`src/design/sts_pkg.sv`:
```
// Shared constants, codes and the command type of the suffix-sum tree.
// No dependencies; every other design file depends on this package.
package sts_pkg;

    // Tree geometry: heap order, root is node 0, leaf i is node LEAVES-1+i
    localparam int LEAVES = 1024;
    localparam int LEAF_W = $clog2(LEAVES);
    localparam int NODES  = 2 * LEAVES - 1;
    localparam int NODE_W = $clog2(NODES);

    // Field widths
    localparam int VAL_W = 32;
    localparam int SUM_W = 42;

    // Command queue between front and back (power of two)
    localparam int QDEPTH = 2;
    localparam int QPTR_W = $clog2(QDEPTH);

    typedef enum logic
    {
        OP_ASSIGN = 1'b0,
        OP_QUERY  = 1'b1
    } op_t;

    typedef enum logic [1:0]
    {
        ST_CLEAR,
        ST_IDLE,
        ST_WALK,
        ST_RESULT
    } st_t;

    // Classified command: leaf node already resolved, value already widened
    typedef struct packed
    {
        op_t               op;
        logic [NODE_W-1:0] node;
        logic [SUM_W-1:0]  value;
    } cmd_t;

endpackage

```
`src/design/sts_queue.sv`:
```
// Small command FIFO that decouples the front end from the tree walker.
// Depends on sts_pkg.
module sts_queue
(
    input  logic            clk,
    input  logic            rst_n,
    input  sts_pkg::cmd_t   push_cmd,
    input  logic            push_valid,
    output logic            push_ready,
    output sts_pkg::cmd_t   pop_cmd,
    output logic            pop_valid,
    input  logic            pop_ready
);
    import sts_pkg::*;

    cmd_t              entry_reg [QDEPTH];
    logic [QPTR_W-1:0] wr_ptr_reg, wr_ptr_next;
    logic [QPTR_W-1:0] rd_ptr_reg, rd_ptr_next;
    logic [QPTR_W:0]   count_reg, count_next;
    logic              do_push, do_pop;

    assign push_ready = count_reg != (QPTR_W + 1)'(QDEPTH);
    assign pop_valid  = count_reg != '0;
    assign pop_cmd    = entry_reg[rd_ptr_reg];
    assign do_push    = push_valid && push_ready;
    assign do_pop     = pop_valid && pop_ready;

    // Pointer and occupancy update
    always_comb
    begin
        wr_ptr_next = do_push ? wr_ptr_reg + 1'b1 : wr_ptr_reg;
        rd_ptr_next = do_pop  ? rd_ptr_reg + 1'b1 : rd_ptr_reg;
        count_next  = count_reg;
        if (do_push && !do_pop)
        begin
            count_next = count_reg + 1'b1;
        end
        else if (do_pop && !do_push)
        begin
            count_next = count_reg - 1'b1;
        end
    end

    always_ff @(posedge clk or negedge rst_n)
    begin
        if (!rst_n)
        begin
            wr_ptr_reg <= '0;
            rd_ptr_reg <= '0;
            count_reg  <= '0;
        end
        else
        begin
            wr_ptr_reg <= wr_ptr_next;
            rd_ptr_reg <= rd_ptr_next;
            count_reg  <= count_next;
        end
    end

    // Storage, no reset
    always_ff @(posedge clk)
    begin
        if (do_push)
        begin
            entry_reg[wr_ptr_reg] <= push_cmd;
        end
    end

endmodule

```
`config.mk`:
```
export PLATFORM = sky130hd
export DESIGN_NAME = sts_queue
export DESIGN_NICKNAME = d
export VERILOG_FILES = /design/src/design/sts_pkg.sv /design/src/design/sts_queue.sv
export SDC_FILE = /design/constraint.sdc
export NUM_CORES = 1
export LEC_CHECK = 0
export BUFFER_PORTS_ARGS = -buffer_cell sky130_fd_sc_hd__buf_2
export CAP_MARGIN = 5
export CORE_ASPECT_RATIO = 0.8
export CORE_MARGIN = 3
export CORE_UTILIZATION = 56
export DETAILED_ROUTE_END_ITERATION = 16
export PLACE_DENSITY = 0.91
export SLEW_MARGIN = 25
export SYNTH_ARGS = -nofsm -noshare
export SYNTH_HDL_FRONTEND = slang
export SYNTH_SLANG_ARGS = --single-unit
export TNS_END_PERCENT = 20
```
`constraint.sdc`:
```
create_clock -name clk -period 5.55 [get_ports clk]
set_clock_uncertainty 0.2 [all_clocks]
set_input_delay 0.8325 -clock clk [delete_from_list [all_inputs] [get_ports clk]]
set_output_delay 0.8325 -clock clk [all_outputs]
set_load 0.05 [all_outputs]
```
* Word-level counts from Yosys, hierarchy flattened
Memory sizes are Yosys's and may differ from the RTL's. Cells that the tools add are included.
Word-level totals: bits in registers 4, bits in writable memories 108, input bits 58, output and inout bits 56, logic and storage cells 21, memories kept 1
Memories:
- entry_reg | words 2, width 54, read ports 1, clocked after Yosys merged registers in 0, wr ports 1, RTL line sts_queue.sv:16 | cmd_t entry_reg [QDEPTH];
Operators by class: add/subtract/negate cells 4, eq/ne operators 1, mux-type cells 4, reduce and logical (&&, ||, !) cells 8
Operators by type and width (count):
- logical AND 1 bit | 4
- 2-to-1 mux 2 bit | 2
- nonzero test 2 bit | 2
- adder 1 bit, second input constant | 2
- adder 2 x 1 -> 2 bit, second input constant | 1
- zero test 1 bit | 2
- 2-to-1 mux 1 bit | 2
- inequality test 2 bit, second input constant | 1
- subtractor 2 x 1 -> 2 bit, second input constant | 1

* Logic depth before layout (Yosys ltp)
Gate-level depths: netlist of the first run.
word-level depth 6, gate-level depth with buffers 7, gate-level depth less buffers 7

* Worst setup path before layout of the first run
No wires, ideal clock.
path kind register -> register, from register count_reg[0], to memory entry_reg[0][0] (netlist name), enable pin, library setup time 0.466 ns, arrival 3.333 ns, data required time 4.884 ns, path slack 1.550 ns, cell stages (with the launch flop) 4, path buffers 0, period minus slack after synthesis 4.000 ns, cells stage by stage dfrtp_1 > nand2b_1 > nand2_1 > nor2_1
On the way: word-level cells in the longest chain between the ends 4
RTL lines:
- from (decl) | RTL line sts_queue.sv:19 | logic [QPTR_W:0] count_reg, count_next;
- from (signal assigned) | RTL line sts_queue.sv:56 | count_reg <= count_next;
- inequality test 2 bit | RTL line sts_queue.sv:22 | assign push_ready = count_reg != (QPTR_W + 1)'(QDEPTH);
- net push_ready | RTL line sts_queue.sv:9 | output logic push_ready,
- logical AND 1 bit | RTL line sts_queue.sv:25 | assign do_push = push_valid && push_ready;
- 2-to-1 mux 1 bit | RTL line sts_queue.sv:63 | if (do_push)
- 2-to-1 mux 1 bit (implied by the code) | RTL line sts_queue.sv:65 | entry_reg[wr_ptr_reg] <= push_cmd;
- to (decl) | RTL line sts_queue.sv:16
The timed path passes the listed nets, and every way through them passes these cells.

==> results of run 1 <==
-- cell usage after synthesis --
library cell / number
edfxtp_1: 108
mux2_4: 49
buf_12: 5
mux2_2: 5
dfrtp_1: 4
xnor2_1: 3
nand2_1: 2
nor2_1: 2
xor2_1: 2
and3_1: 1
buf_6: 1
ha_1: 1
inv_1: 1
nand2b_1: 1
or2_1: 1
-- path summary, 6_finish.rpt --
check | start | to | slack [ps] | depth (start not counted)
worst max-delay path | rd_ptr_reg | pop_cmd[39] | 2390 | 2
worst min-delay path | rst_n | count_reg[1] | 50 | 1
worst max register to register | count_reg[0] | entry_reg[0][49] | 3180 | 4
worst min register to register | count_reg[1] | count_reg[1] | 310 | 1
max in group asynchronous | rst_n | rd_ptr_reg | 4970 | 1
min in group clk | count_reg[1] | count_reg[1] | 310 | 1
-- logic make-up after synthesis --
logic type	synth area share, %
xor gates and xnor gates	1.01
DFF	77.0
buffers and inverters	2.65
muxes	18.2
adders and majority gates	0.288
and+or+nand+nor	0.779
-- routing by layer --
| layer | part of all wire [%] | wire (microns) |
|---|---|---|
| met1 | 42 | 2740 |
| met2 | 48 | 3140 |
| met3 | 9.4 | 618 |
| met4 | 0.81 | 53 |
| met5 | 0 | 0 |
-- final cells by class --
type,instances,share of cell area (%)
sequential,112,65.3
clock inverter,6,0.854
inverter,1,0.0732
multi-input combinational,67,17.4
tap,105,2.56
timing repair buffer,115,11.3
clock buffer,10,2.49
-- per-stage QoR --
step / util, % / instance area, sq um
detailed placement: 66.4 / 4950
global route: 68.7 / 5120
global placement: 66.4 / 4950
finish: 68.7 / 5120
CTS: 68.7 / 5120
floorplan: - / 4340
-- power by group through the flow --
stage,Combinational (mW),Clock (mW),Sequential [mW]
detailed placement,1.38,0,1.34
global route,1.43,0.470,1.34
finish,1.37,0.418,1.32
global placement,1.37,0,1.32
CTS,1.38,0.435,1.32
floorplan,1.30,0,1.22
-- critical path, cell delays in order, from the launching register on --
cell	delay (ps)
dfrtp_4	1080
mux2_2	410
buf_2	210
==> impl_metrics.toml, run 1 <==
[timing]
period_minus_slack_ps = 3160
slew_headroom_pct = 33.3
timing.fmax_mhz = 317
drv_slew = 0
final.period_utilization_pct = 56.9
setup_tns_ps = 0
tightest_slew_ps = 1000
hold_viol = 0
setup_viol = 0
worst_slack_ps = 2390
rsz0062_at_grt = "no"
hold_ws_ps = 53.5

[final_layout]
register_area_sq_um = 3350
multi_input_area_sq_um = 891
layout_common_cells = "buf_2 (113), edfxtp_1 (108), mux2_4 (49)"
final_common_cell = "buf_2"
area_growth_pct = 18.1
fin_nets = 365
largest_reg_flops = 108
antenna_cells = 0
fin_cells = 416
drive_above_1_share_pct = 59.8
nFillCells = 513

[clocking]
clock_latency_ps = 360
ctsHoldBuffers = 0
cts-resized-gates = 0
clk_pin_slew_ps = 100
htreeDepth = 3
cts_setup_buffers = 0
cts_inserted_buffers = 9
clock-root-buffer = "clkbuf_8"
cts_tree = "yes"
clock-sinks = 112
clock_path_buffers = 2

[pwr]
p_leak_nw = 2.06
switching_share_pct = 42.3
p_comb_share_pct = 44.1
clock_power_share_pct = 13.5
p_sw_mw = 1.31
p_int_mw = 1.79
finalPower_mw = 3.10
seqPwrFrac_pct = 42.4
ir_drop_v = 0.000459
cellPowerDensity_nw_per_um2 = 605

[worst_setup_path]
required_ps = 4520
crit_path_end_kind = "output pin"
worst_ep_arrival_time_ps = 2120
critPathMaxFanout = 55
critPathKind = "reg2out"
start_kind = "flip-flop"

[routing]
routed-via-count = 2020
drt-initial-drc-count = 88
via_per_inst = 4.86
wirelength_microns = 6550
post-route-drc-count = 0
antenna_left = 0
dr.pass1.iters = 4
wl_per_cell_microns = 15.8

[synth]
syn_inst = 186
synth_area_sq_um = 4340
yosys.area.top_type = "edfxtp_1"
netlist.area_leader.share_pct = 74.7
synth_area_leaders = "edfxtp_1 (75%), mux2_4 (17%), buf_12 (2.3%)"
synth.net_count = 245
avgSynthCellArea_sq_um = 23.3
ys_ff_latch = 112
ys_seq_area_share_pct = 77.0
synth.distinct_cells = 15
yosys_warnings = 0

[floorplanning]
die-area_sq_um = 8850
fp.dieW_microns = 104
die_h_microns = 84.7
start_util_pct = 58.2
num_io_pins = 114
coreArea_sq_um = 7460
rows = 28

[worst_hold_path]
hold_class = "in2async"

[global_routing]
grt-ovfl-total = 0
use_met2_pct = 25.6
grt.busiest_layer = "met2"
grtUsageMet3_pct = 7.84
grt_pass1_vias = 2157
antenna_found_initial = 0
grt_max_degree = 56
grt_pass1_wl_microns = 10600
use_met1_pct = 19.6
grt_usage_pct = 15.9

[job]
maxCapViolCount = 0

[placed_design]
place_ws_ps = 2780
dp.cells = 400
portBuffers = 113
gp_congestion = 0.682

[outcome]
status = "finished, final reports clean"
No activity file was read; power rests on OpenSTA's default activity.
==> run 2, diff against run 1 <==
Settings changed: CORE_UTILIZATION 56 to 47, PLACE_DENSITY 0.91 to 0.82.
Clock period 5.55 ns to 2.5 ns, I/O delays scaled along.
==> run 2 against run 1 <==
  * Die area grew 18%
  * Count of clock-buffer cells in the layout shrank 1
  * Worst setup slack lost 2200 ps
  * Hold slack lost 20 ps
  * Cell count grew 2.6%
  * Utilization shrank 8.0 points
  * Cell area grew 3.6%
  * Flip-flop and latch count is the same
==> impl_metrics.toml, run 2 (synthesized netlist as in run 1, its figures left out) <==
[pwr]
ir_drop_v = 0.000821
clock_power_share_pct = 17.3
p_int_mw = 4.34
seqPwrFrac_pct = 37.2
switching_share_pct = 40.7
p_leak_nw = 2.14
p_comb_share_pct = 45.4
p_sw_mw = 2.98
cellPowerDensity_nw_per_um2 = 1380

[outcome]
status = "finished, final reports clean"

[routing]
drt-initial-drc-count = 88
via_per_inst = 4.87
routed-via-count = 2079
post-route-drc-count = 0
dr.pass1.iters = 4
antenna_left = 0
wl_per_cell_microns = 16.1
wirelength_microns = 6890

[timing]
worst_slack_ps = 178
period_minus_slack_ps = 2320
setup_viol = 0
final.period_utilization_pct = 92.9
timing.fmax_mhz = 431
drv_slew = 0
tightest_slew_ps = 314
hold_viol = 0
rsz0062_at_grt = "no"
setup_tns_ps = 0
slew_headroom_pct = 79.1

[clocking]
cts_inserted_buffers = 9
cts_tree = "yes"
clk_pin_slew_ps = 70
clock_latency_ps = 330
clock-sinks = 112
clock-root-buffer = "clkbuf_16"
clock_path_buffers = 2
htreeDepth = 3

[final_layout]
final_common_cell = "buf_2"
layout_common_cells = "buf_2 (113), edfxtp_1 (108), mux2_4 (49)"
drive_above_1_share_pct = 60.3
largest_reg_flops = 108
antenna_cells = 0
area_growth_pct = 22.3
fin_nets = 369

[worst_setup_path]
slowest_delay_ps = 520
critPathMaxFanout = 17
r2r_slack_ps = 720
path_buf_inv = 2
path_delay_family = "buffers and inverters"
crit_cells = 3
path_cells = "buf_4 -> mux2_4 -> buf_2"
crit_slowest_cell = "dfrtp_4"
start_kind = "flip-flop"
timing.reg2reg.worst_path_depth = 7
worst_ep_arrival_time_ps = 1750
required_ps = 1920
r2r_start = "count_reg[0]"
timing.rr.end = "count_reg[1]"
crit_path_end_kind = "output pin"
critPathKind = "reg2out"

[floorplanning]
die_h_microns = 92.0
coreArea_sq_um = 8750
die-area_sq_um = 10400
start_util_pct = 49.6
num_io_pins = 114
rows = 30
fp.dieW_microns = 113

[global_routing]
grt_pass1_vias = 2258
grt-ovfl-total = 0
grt_usage_pct = 13.9
antenna_found_initial = 0
grt_max_degree = 55
grt_pass1_wl_microns = 11300

[worst_hold_path]
hold_class = "in2reg"
hp-start = "push_cmd[20]"
min_to = "entry_reg[0][20]"
hold-path-cell-count = 1

[placed_design]
portBuffers = 113
dpl.hpwl_microns = 4690
place_ws_ps = 517
gp_congestion = 0.705

[job]
maxCapViolCount = 0
run 2: cell type report:
type,instances,area (sq um)
well taps,112,140
repair buffers,119,651
flip-flops and latches,112,3350
fillers,651,3440
multi-input cells,67,893
inverters,1,3.75
clock buffers,9,225
clock inverters,7,47.5
run 2: per-layer routing:
metal  global-route usage (%)  part of all wire, %  vias to the layer above
met4                     3.60                    0                        0
met1                     17.1                   42                     1025
met5                        0                    0                        -
met3                     5.28                  9.1                        0
met2                     23.2                   49                       84
li1                         -                    -                      970
run 2: stage by stage:
| step | instances | cell area, sq um | util [%] | total power, mW | hold WS, ps |
|---|---|---|---|---|---|
| floorplan | 186 | 4350 | - | 5.59 | -121 |
| global placement | 410 | 5020 | 57.5 | 6.08 | -13.9 |
| detailed placement | 410 | 5020 | 57.5 | 6.13 | -8.90 |
| CTS | 427 | 5310 | 60.7 | 7.42 | 16.6 |
| global route | 427 | 5310 | 60.7 | 7.65 | 14.9 |
| finish | 427 | 5310 | 60.7 | 7.32 | 33.0 |
run 2: power groups by stage:
stage	clock, mW	sequential, mW	combinational (mW)
final	1.27	2.72	3.32
after global routing	1.40	2.77	3.48
after CTS	1.32	2.73	3.37
after detailed placement	0	2.77	3.36
after global placement	0	2.74	3.33
after floorplan	0	2.70	2.89
run 2: repair_timing:
action / in CTS / in global routing
resized for setup: 0 / 0
hold buffers: 1 / 0
setup buffers: 0 / 0
hold endpoints to repair: 4 / 0
run 2: how the worst max path moves through the flow:
stage / start / endpoint / slack [ps]
after floorplan: count_reg[0] / entry_reg[0][0] / 170
after global placement: rd_ptr_reg / pop_cmd[47] / 540
after detailed placement: rd_ptr_reg / pop_cmd[1] / 520
after CTS: rd_ptr_reg / pop_cmd[1] / 150
after global routing: rd_ptr_reg / pop_cmd[14] / 110
final: rd_ptr_reg / pop_cmd[1] / 180
