<file path="src/design/sts_pkg.sv">
// Shared constants, codes and the command type of the suffix-sum tree.
// No dependencies; every other design file depends on this package.
package sts_pkg;

    // Tree geometry: heap order, root is node 0, leaf i is node LEAVES-1+i
    localparam int LEAVES = 1024;
    localparam int LEAF_W = $clog2(LEAVES);
    localparam int NODES  = 2 * LEAVES - 1;
    localparam int NODE_W = $clog2(NODES);

    // Field widths
    localparam int VAL_W = 32;
    localparam int SUM_W = 42;

    // Command queue between front and back (power of two)
    localparam int QDEPTH = 2;
    localparam int QPTR_W = $clog2(QDEPTH);

    typedef enum logic
    {
        OP_ASSIGN = 1'b0,
        OP_QUERY  = 1'b1
    } op_t;

    typedef enum logic [1:0]
    {
        ST_CLEAR,
        ST_IDLE,
        ST_WALK,
        ST_RESULT
    } st_t;

    // Classified command: leaf node already resolved, value already widened
    typedef struct packed
    {
        op_t               op;
        logic [NODE_W-1:0] node;
        logic [SUM_W-1:0]  value;
    } cmd_t;

endpackage

</file>
<file path="src/design/sts_in_if.sv">
// Request channel: valid/ready handshake carrying one tree operation.
// Depends on sts_pkg for the field widths.
interface sts_in_if;

    logic                               valid;
    logic                               ready;
    logic                               func;
    logic [sts_pkg::LEAF_W-1:0]         leaf_index;
    logic signed [sts_pkg::VAL_W-1:0]   leaf_value;

    modport source (output valid, func, leaf_index, leaf_value, input ready);
    modport sink   (input valid, func, leaf_index, leaf_value, output ready);

endinterface

</file>
<file path="src/design/sts_front.sv">
// Front end: accepts request transactions and turns them into commands.
// Depends on sts_pkg and sts_in_if.
module sts_front
(
    sts_in_if.sink          req,
    input  logic            clear_done,
    output sts_pkg::cmd_t   push_cmd,
    output logic            push_valid,
    input  logic            push_ready
);
    import sts_pkg::*;

    localparam logic [NODE_W-1:0] LEAF_BASE = NODE_W'(LEAVES - 1);

    op_t op;

    // No transactions until the tree memory has been cleared
    assign req.ready  = push_ready && clear_done;
    assign push_valid = req.valid && clear_done;

    // Decode: leaf node number, and a widened value (zero for queries so the
    // back end can seed its accumulator from the same field)
    always_comb
    begin
        op            = op_t'(req.func);
        push_cmd.op   = op;
        push_cmd.node = LEAF_BASE + NODE_W'(req.leaf_index);
        if (op == OP_QUERY)
        begin
            push_cmd.value = '0;
        end
        else
        begin
            push_cmd.value = {{(SUM_W - VAL_W){req.leaf_value[VAL_W-1]}}, req.leaf_value};
        end
    end

endmodule

</file>
<file path="src/flat_wrapper.sv">
// flat-port wrapper written by rule: the top's interface ports become plain ports
module sts_front_flat import sts_pkg::*;
  (clear_done, push_cmd, push_valid, push_ready, req_valid, req_func, req_leaf_index, req_leaf_value, req_ready);
  sts_in_if req_i ();
  input  logic clear_done;
  output sts_pkg::cmd_t push_cmd;
  output logic push_valid;
  input  logic push_ready;
  input wire logic [$bits(req_i.valid)-1:0] req_valid;
  input wire logic [$bits(req_i.func)-1:0] req_func;
  input wire logic [$bits(req_i.leaf_index)-1:0] req_leaf_index;
  input wire logic [$bits(req_i.leaf_value)-1:0] req_leaf_value;
  output wire logic [$bits(req_i.ready)-1:0] req_ready;
  assign req_i.valid = req_valid;
  assign req_i.func = req_func;
  assign req_i.leaf_index = req_leaf_index;
  assign req_i.leaf_value = req_leaf_value;
  assign req_ready = req_i.ready;
  sts_front u_core (.req(req_i), .clear_done(clear_done), .push_cmd(push_cmd), .push_valid(push_valid), .push_ready(push_ready));
endmodule
</file>
<file path="config.mk">
export PLATFORM = sky130hd
export DESIGN_NAME = sts_front_flat
export DESIGN_NICKNAME = d
export VERILOG_FILES = /design/src/design/sts_pkg.sv /design/src/design/sts_in_if.sv /design/src/design/sts_front.sv /design/src/flat_wrapper.sv
export SDC_FILE = /design/constraint.sdc
export NUM_CORES = 1
export LEC_CHECK = 0
export ABC_AREA = 1
export BUFFER_PORTS_ARGS = -buffer_cell sky130_fd_sc_hd__buf_2
export CORE_UTILIZATION = 29
export DETAILED_ROUTE_END_ITERATION = 8
export PLACE_DENSITY = 0.84
export REMOVE_ABC_BUFFERS = 1
export SLEW_MARGIN = 25
export SYNTH_ARGS = -nofsm -noshare
export SYNTH_HDL_FRONTEND = slang
export SYNTH_SLANG_ARGS = --single-unit
</file>
<file path="constraint.sdc">
create_clock -name vclk -period 1.2
set_clock_uncertainty 0.2 [all_clocks]
set_input_delay 0.18 -clock vclk [all_inputs]
set_output_delay 0.18 -clock vclk [all_outputs]
set_load 0.05 [all_outputs]
</file>
### Word-level counts from Yosys, hierarchy flattened

Index checks and enable logic that the tools add are counted.

* flip-flop bits (word level): 0
* output and inout port bits: 56
* logic and storage cells: 4

* add/subtract/negate cells: 1
* multiplexer cells: 1
* reductions and logical operators: 2

Operators with widths (count)
* 42-bit 2-to-1 mux: 1
* 10-bit by 10-bit adder with 11-bit output, first input constant: 1
* 1-bit logical AND: 2

### Longest topological paths before layout

Gate-level depths: netlist of the first run.

* depth in word-level cells: 1
* gate-level depth with buffers: 7
* gate-level depth less buffers: 7

### Worst setup path after synthesis of the first run

No wires, ideal clock.

* path type: input-to-output
* start point: input req_leaf_index[0]
* end point: output push_cmd[47] in the netlist's numbering
* data arrival time: 1.607 ns
* required time: 0.820 ns
* path slack: -0.787 ns
* stages on the path: 4
* cell sequence: inv_1 -> nand3_4 -> nor2_1 -> xor2_1

RTL lines
* start: declaration: line flat_wrapper.sv:11 `input wire logic [$bits(req_i.leaf_index)-1:0] req_leaf_index;`
* end: declaration: line flat_wrapper.sv:6 `output sts_pkg::cmd_t push_cmd;`

==> reports/summary.txt, run 1 <==
Worst setup margin: -0.3261 ns
Total grt overflow: 0
YS warnings: 0
Slew @ Worst Pin: 0.2624 ns
Fin crit period: 1.526 ns
First drt pass iteration count: 4
Clkbuf count: 0
MaxCap Viol Count: 0
Aggregate global-route resource usage: 23.38%
Top-Level Pins: 102
Top cells by area, synth: inv_1 (27%), nor2_1 (23%), buf_4 (14%), nand2_1 (11%), nor2_4 (3.7%)
Core area: 1962 um2
FF+latch count: 0
Synthesized area: 604.3 um2
CP Class: in -> out
Fmax achieved: 0.6552 GHz
Hold buffers post-CTS: 0
Fillers: 119
RSZ-0062 raised after global routing: yes
Area Growth Syn to Fin: 180.3%
Violated checks: setup timing
Detail Placement HPWL: 1.916 mm
DRC viols: 0
Power Dens Cells: 557.7 nW/um2
Initial drt markers: 15
Static Leak: 1.017 nW
Layout cells sized above 1: 71.24%
Final Routed Wirelength: 3.540 mm
Die height: 47.65 um
Final GP Congestion: 0.7476
Worst slack, placed: -0.4336 ns
Final ANT Viol Nets: 0
Outcome: finished, violations left
Crit Path Max Fanout: 3
Critical Path Start: req_leaf_index[0]
Sequential cell area: 0 um2
Max-slew violations: 0
Final hold violations: 0
Vias in the first global route: 878
Area leader, netlist: inv_1
Crit path DAT: 1.15 ns
DR WL/cell: 13.62 um
WP data required: 0.82 ns
Nets: 282
Die Area: 2271 um2
Global-route wire length before repair: 3.760 mm
Seq/Total Area, Yosys: 0%
Pin count of the biggest net entering global routing: 14
Total power: 0.9449 mW
Count of cell types in the netlist: 17
Hold Path Class: in -> out
# diodes: 0
# port buffers: 102
Via density: 4.350
Width of the die: 47.65 um
Slew HR: 82.63%
Startpoint Class: input port
Maximum VDD drop: 0.4926 mV
Post-synth top area share: 27.33%
Period utilisation layout: 127.2%
Kind of end point of the critical path: output port
Initial Util: 30.80%
Mapped Cells: 129
Final setup fails: 12
Initial antenna violation count: 0
Via count: 1,131
CP endpoint: push_cmd[48]
Synthesized area per cell: 4.685 um2
Site Rows: 16
==> layout by cell type, fill, tap and decap left out <==
cell      count
buf_6        50
buf_2        49
inv_1        41
nor2_2       20
buf_4        13
nor2_4       10
nor2_1       10
nand2_1       9
nand2_2       7
buf_8         5
inv_6         2
nand4_1       2
nand2_4       2
o21ai_1       2
o21ai_2       2
xor2_1        2
inv_4         1
nand3_1       1
nand3_4       1
nand3_2       1
inv_2         1
ha_4          1
clkbuf_4      1
==> cell usage after synthesis, types with 2 or more instances <==
master	number
buf_2	3
nor2_4	2
o21ai_1	2
nand4_1	2
buf_4	11
xor2_1	2
nor2_1	37
o21ai_0	2
inv_1	44
nand2_1	17
==> where the power goes <==
part           internal (mW)  switching [mW]  leakage (nW)
clock network              0               0             0
registers                  0               0             0
logic                  0.340           0.605          1.02
total                  0.340           0.605          1.02
==> layout make-up <==
class	count	area, um2	share of cell area [%]
well taps	27	33.78	1.994
repair buffers	118	988.4	58.35
inverters	45	181.4	10.71
multi-input cells	70	490.5	28.95
==> cells by family after synthesis <==
group                    synth area share [%]
AND/OR/NAND/NOR                         47.62
buffers and inverters                   44.10
AO/OA/AOI/OAI                           3.313
XOR/XNOR                                2.899
adder cells (fa/ha/maj)                 2.070
==> repair_timing <==
item / in CTS / in global routing
endpoints found under the setup margin: 46 / 41
endpoints found under the hold margin: 0 / 0
buffers inserted: 0 / 1
pin swaps: 14 / 12
resized for setup: 80 / 90
cloned: 0 / 1
==> stage by stage <==
step / cells / instance area, um2 / hold WS, ns / setup TNS (ns) / utilization, %
2_1_floorplan: 115 / 506.7 / 0.1600 / -73.88 / -
3_3_place_gp: 258 / 1156 / 0.5141 / -4.688 / 58.93
3_5_place_dp: 258 / 1156 / 0.5177 / -5.136 / 58.93
4_1_cts: 258 / 1390 / 0.4863 / -1.301 / 70.85
5_1_grt: 260 / 1694 / 0.5022 / -2.125 / 86.35
6_report: 260 / 1694 / 0.4853 / -1.643 / 86.35
==> worst min path at each step <==
| stage | slack [ns] | cells past startpoint | from | to |
|---|---|---|---|---|
| 6_report | 0.49 | 4 | req_leaf_value[26] | push_cmd[26] |
| 3_5_place_dp | 0.52 | 4 | req_leaf_value[24] | push_cmd[24] |
| 3_3_place_gp | 0.51 | 4 | req_leaf_value[29] | push_cmd[29] |
| 5_1_grt | 0.50 | 4 | req_leaf_value[17] | push_cmd[17] |
| 4_1_cts | 0.49 | 4 | req_leaf_value[1] | push_cmd[1] |
| 2_1_floorplan | 0.16 | 0 | req_func | push_cmd[53] |
==> worst max-delay path, cell delays in order <==
cell and delay, ns:
buf_8 0.10, inv_6 0.05, ha_4 0.13, inv_2 0.04, nor2_1 0.09, nand2_1 0.12, o21ai_2 0.18, nand2_2 0.09
buf_6 0.16
==> layer usage <==
| metal | up-vias | part of all wire, % | track usage, % |
|---|---|---|---|
| met2 | 50 | 62 | 53.70 |
| met3 | 10 | 5.0 | 4.151 |
| met4 | 0 | 3.1 | 5.556 |
| met1 | 519 | 30 | 19.33 |
| met5 | - | 0 | 0 |
| li1 | 552 | - | - |
Note: power is estimated with default switching activity, not from simulation.
==> run 2: changes to the inputs <==
--- a/config.mk
+++ b/config.mk
@@ -13,3 +13,3 @@
 export REMOVE_ABC_BUFFERS = 1
-export SLEW_MARGIN = 25
+export SLEW_MARGIN = 20
 export SYNTH_ARGS = -nofsm -noshare
==> constraint.sdc (replaced) <==
create_clock -name vclk -period 1.2
set_clock_uncertainty 0.2 [all_clocks]
set_input_delay 0.24 -clock vclk [all_inputs]
set_output_delay 0.24 -clock vclk [all_outputs]
set_load 0.05 [all_outputs]
==> reports/summary.txt, run 2 <==
Mapped Cells: 129
Adder-cell share of the synthesized area: 2.070%
Largest family of logic cells by synthesized area: simple AND/OR/NAND/NOR gates
Commonest cells post-synth: inv_1 (44), nor2_1 (37), nand2_1 (17), buf_4 (11), buf_2 (3)
# port buffers: 102
Width of the die: 47.65 um
Top-Level Pins: 102
Resized Gates After CTS: 222
Post-synthesis mux area share: 0%
Synth Area in XOR/XNOR: 2.899%
Synthesized area per cell: 4.685 um2
Initial Util: 30.80%
Seq/Total Area, Yosys: 0%
Outcome: aborted with a tool error
Complex-gate fraction of the synthesized area: 3.313%
Worst slack, placed: -0.5501 ns
Hold buffers post-CTS: 0
Detail Placement HPWL: 1.912 mm
Site Rows: 16
Area leader, netlist: inv_1
Final GP Congestion: 0.7476
Stop err: [ERROR DPL-0038] Utilization greater than 100%, impossible to legalize
Top cells by area, synth: inv_1 (27%), nor2_1 (23%), buf_4 (14%), nand2_1 (11%), nor2_4 (3.7%)
Most common cell in the netlist: inv_1
Synthesized area: 604.3 um2
Post-Synth Simple-Gate Area: 47.62%
Post-synth top area share: 27.33%
YS warnings: 0
Die height: 47.65 um
Post CTS Setup Buffer Count: 2
Failing step: clock tree synthesis
Count of cell types in the netlist: 17
==> run 2: cell counts after synthesis <==
No cell type changed its count.
==> run 2: metrics by stage <==
stage               std cells  cell area [um2]  hold slack [ns]  util [%]
floorplan                 115            506.7           0.2800         -
detailed placement        258             1156           0.6385     58.93
global placement          258             1156           0.6341     58.93
==> run 2: cell families after synthesis <==
group | count (synthesis)
simple gates | 63
buf+inv | 59
compound gates | 4
xor+xnor | 2
fa+ha+maj | 1
==> run 3: changes to the inputs <==
- CORE_AREA: default -> 2 2 63 65
- CORE_UTILIZATION: 29 -> default
- DIE_AREA: default -> 0 0 65 67
- PLACE_DENSITY: 0.84 -> default
- PLACE_DENSITY_LB_ADDON: default -> 0.15
==> reports/summary.txt, run 3 (synthesized netlist as in run 1, its figures left out) <==
Outcome: finished, violations left
Violated checks: setup timing
Nets: 287
Commonest non-fill, non-tap cell in the layout: buf_2
Top-Level Pins: 102
Aggregate global-route resource usage: 13.88%
DR WL met2: 2.295 mm
Final hold violations: 0
FF+latch count: 0
Initial Util: 16.76%
Fin crit period: 1.522 ns
# diodes: 0
Area Growth Syn to Fin: 248.9%
Via density: 3.941
Slew @ Worst Pin: 0.2613 ns
Startpoint Class: input port
Layout Utilization: 58.47%
Setup TNS Final: -3.283 ns
Width of the die: 65 um
M1 wire length: 909 um
Period utilisation layout: 126.9%
Hold Path Class: in -> out
DRC viols: 0
Hold buffers post-CTS: 0
Core area: 3606 um2
Maximum VDD drop: 0.2398 mV
Final setup fails: 22
Final Routed Wirelength: 3.366 mm
Max Used Layer: met4
Critical Path Start: req_leaf_index[1]
First drt pass iteration count: 4
Crit Path Max Fanout: 3
Slew HR: 82.70%
Max-slew violations: 0
Critical path, cell by cell: buf_6, inv_4, ha_4, nand2_2, nor2_4, nand4_1, nand2_1, buf_6
Total grt overflow: 0
Sequential cell area: 0 um2
Clkbuf count: 0
# port buffers: 102
Critical-path top delay cell: buf_6
Site Rows: 22
Detail Placement HPWL: 2.076 mm
DR WL/cell: 11.77 um
Crit path DAT: 1.08 ns
Power Dens Cells: 518.5 nW/um2
Worst slack, placed: -0.5287 ns
Die height: 67 um
Final GP Congestion: 0.7634
CP Class: in -> out
Worst setup margin: -0.3222 ns
Final ANT Viol Nets: 0
Slowest stage delay, CP: 0.15 ns
Initial drt markers: 19
Commonest cells after routing, fill and taps aside: buf_2 (45), inv_1 (39), nor2_4 (37)
Kind of end point of the critical path: output port
Crit path top cell by count: buf_6
WL met3: 114 um
WP data required: 0.76 ns
Global-route wire length before repair: 4.899 mm
Layout cells sized above 1: 73.95%
Die Area: 4355 um2
Static Leak: 1.130 nW
Initial antenna violation count: 0
Via count: 1,127
CP endpoint: push_cmd[50]
Vias in the first global route: 1,149
MaxCap Viol Count: 0
Pin count of the biggest net entering global routing: 8
RSZ-0062 raised after global routing: yes
Min Hold Slack: 0.6308 ns
Fmax achieved: 0.6569 GHz
-- run 3: what timing repair did --
item | CTS | global route
setup buffers | 5 | 0
endpoints found under the hold margin | 0 | 0
resized for setup | 219 | 31
pin swaps | 29 | 18
endpoints found under the setup margin | 54 | 47
gates cloned | 3 | 0
-- run 3: worst min-delay path by stage --
stage / from / endpoint / slack [ns] / cells past startpoint
2_1_floorplan: req_func / push_cmd[53] / 0.28 / 0
3_3_place_gp: req_leaf_value[0] / push_cmd[0] / 0.64 / 4
3_5_place_dp: req_leaf_value[0] / push_cmd[0] / 0.64 / 4
4_1_cts: req_leaf_value[7] / push_cmd[7] / 0.63 / 4
5_1_grt: req_leaf_value[22] / push_cmd[22] / 0.65 / 4
6_report: req_leaf_index[9] / push_cmd[51] / 0.63 / 4
-- run 3: per-layer routing --
layer / up-vias / global-route usage, %
met1: 521 / 13.40
met2: 37 / 31.83
met5: - / 0
met4: 0 / 1.862
met3: 4 / 0.5068
li1: 565 / -
-- run 3: cell type report --
| type | count | area [um2] |
|---|---|---|
| well taps | 48 | 60.06 |
| multi-input cells | 70 | 628.1 |
| repair buffers | 123 | 1241 |
| fillers | 318 | 1498 |
| inverters | 45 | 178.9 |
-- run 3: stage by stage --
step,instance area (um2),cells,power (mW)
after floorplan,506.7,115,0.4645
after detailed placement,1182,279,0.7068
final,2108,286,1.093
after global routing,2108,286,1.140
after CTS,1997,286,1.039
after global placement,1182,279,0.7097
-- run 3: critical path: cells and delay by family --
family	cells	cell delay, ns
adders and majority gates	1	0.14
buffers and inverters	3	0.31
and+or+nand+nor	4	0.39
-- run 3: where the power goes --
group / total, mW / internal, mW / switching (mW) / leakage (nW)
combinational: 1.09 / 0.447 / 0.646 / 1.13
sequential: 0 / 0 / 0 / 0
clock: 0 / 0 / 0 / 0
total: 1.09 / 0.447 / 0.646 / 1.13
==> run 4: changes to the inputs <==
- CAP_MARGIN: default -> 15
- CELL_PAD_IN_SITES_DETAIL_PLACEMENT: default -> 1
- CELL_PAD_IN_SITES_GLOBAL_PLACEMENT: default -> 1
- CORE_AREA: 2 2 63 65 -> default
- CORE_UTILIZATION: default -> 15
- DIE_AREA: 0 0 65 67 -> default
==> reports/summary.txt, run 4 (synthesized netlist as in run 1, its figures left out) <==
Commonest cells after routing, fill and taps aside: buf_2 (44), inv_1 (39), buf_8 (37)
Vias in the first global route: 1,279
First drt pass iteration count: 4
Kind of end point of the critical path: output port
Max-slew violations: 0
Instance count on the critical path: 9
Sequential cell area: 0 um2
# port buffers: 102
Hold path depth: 4
Outcome: finished, violations left
Total grt overflow: 0
Fin crit period: 1.576 ns
Critical-path top delay cell: buf_6
Crit-path leading delay family: buffers and inverters
# diodes: 0
Via count: 1,145
Initial Util: 16.03%
Nets: 287
Placed cell areas: 1222 um2
Detail Placement HPWL: 2.481 mm
Area Growth Syn to Fin: 255.9%
RSZ-0062 raised after global routing: yes
Violated checks: setup timing
Final ANT Viol Nets: 0
Static Leak: 1.141 nW
WP buf/inv: 4
Aggregate global-route resource usage: 18.33%
Worst setup margin: -0.3756 ns
CP Class: in -> out
Slowest stage delay, CP: 0.16 ns
Pin count of the biggest net entering global routing: 9
DR WL/cell: 14.29 um
Site Rows: 22
Min Hold Slack: 0.6233 ns
Die Area: 4287 um2
Slew HR: 83.30%
Top-Level Pins: 102
Fillers: 445
Clkbuf count: 0
Slew @ Worst Pin: 0.2496 ns
Initial antenna violation count: 0
Crit Path Max Fanout: 3
Hold Path Class: in -> out
Power Dens Cells: 520.7 nW/um2
Final Routed Wirelength: 4.087 mm
Width of the die: 65.48 um
Crit path DAT: 1.14 ns
Via density: 4.003
Fmax achieved: 0.6347 GHz
Period utilisation layout: 131.3%
DRC viols: 0
MaxCap Viol Count: 0
Final setup fails: 46
Initial drt markers: 19
Startpoint Class: input port
Final hold violations: 0
Core area: 3771 um2
Total power: 1.120 mW
Final GP Congestion: 0.7445
Layout cells sized above 1: 74.79%
Commonest non-fill, non-tap cell in the layout: buf_2
Hold buffers post-CTS: 0
Crit path top cell by count: buf_6
Maximum VDD drop: 0.1882 mV
Post-layout instance area: 2151 um2
Die height: 65.48 um
Critical path, cell by cell: buf_8, inv_6, ha_4, buf_6, nand2_4, nor2_4, nand4_1, nand2_1, buf_6
FF+latch count: 0
Global-route wire length before repair: 6.065 mm
WP data required: 0.76 ns
-- run 4: cell types whose count changed in the layout (fill, tap and decap cells not counted), moves of 2 or more --
cell     change
nand2_4      +2
nand2_1      -2
o21ai_1      +2
buf_8        +8
buf_6        -5
-- run 4: path summary, 6_finish.rpt --
path	slack [ns]	end	start
worst max-delay path	-0.38	push_cmd[50]	req_leaf_index[1]
worst min-delay path	0.62	push_cmd[51]	req_leaf_index[9]
-- run 4: area by class of cell --
type                       count  area (um2)  share of cell area (%)
inverter                      45       181.4                   8.435
tap                           48       60.06                   2.792
multi-input combinational     70       641.9                   29.84
timing repair buffer         123        1267                   58.93
-- run 4: layer usage --
metal | part of all wire (%) | GRT usage, % | vias to the layer above
met3 | 5.5 | 2.083 | 6
met5 | 0 | 0 | -
met2 | 62 | 40.98 | 41
met1 | 31 | 17.67 | 535
li1 | - | - | 563
met4 | 1.3 | 1.359 | 0
-- run 4: tightest hold or removal path, stage by stage --
cell and delay [ns]:
buf_2 0.09, nand2_1 0.06, nand2_2 0.06, buf_6 0.15
-- run 4: repair_timing --
| action | 4_1_cts | 5_1_grt |
|---|---|---|
| gates resized for setup | 231 | 27 |
| setup buffers | 1 | 2 |
| pin swaps | 38 | 10 |
| endpoints found under the setup margin | 54 | 54 |
| gates cloned | 2 | 0 |
-- run 4: per-stage QoR --
stage	worst slack [ns]	TNS, ns	cells	util (%)
after global placement	-0.5170	-11.18	281	32.42
after detailed placement	-0.5552	-11.58	281	32.42
final	-0.3756	-3.628	286	57.03
after floorplan	-6.267	-80.12	115	-
after global routing	-0.4633	-4.670	286	57.03
after CTS	-0.3722	-3.362	284	54.05
-- run 4: power breakdown --
group	switching [mW]	internal (mW)	leakage (nW)	total, mW
Combinational	0.665	0.455	1.14	1.12
Clock	0	0	0	0
Sequential	0	0	0	0
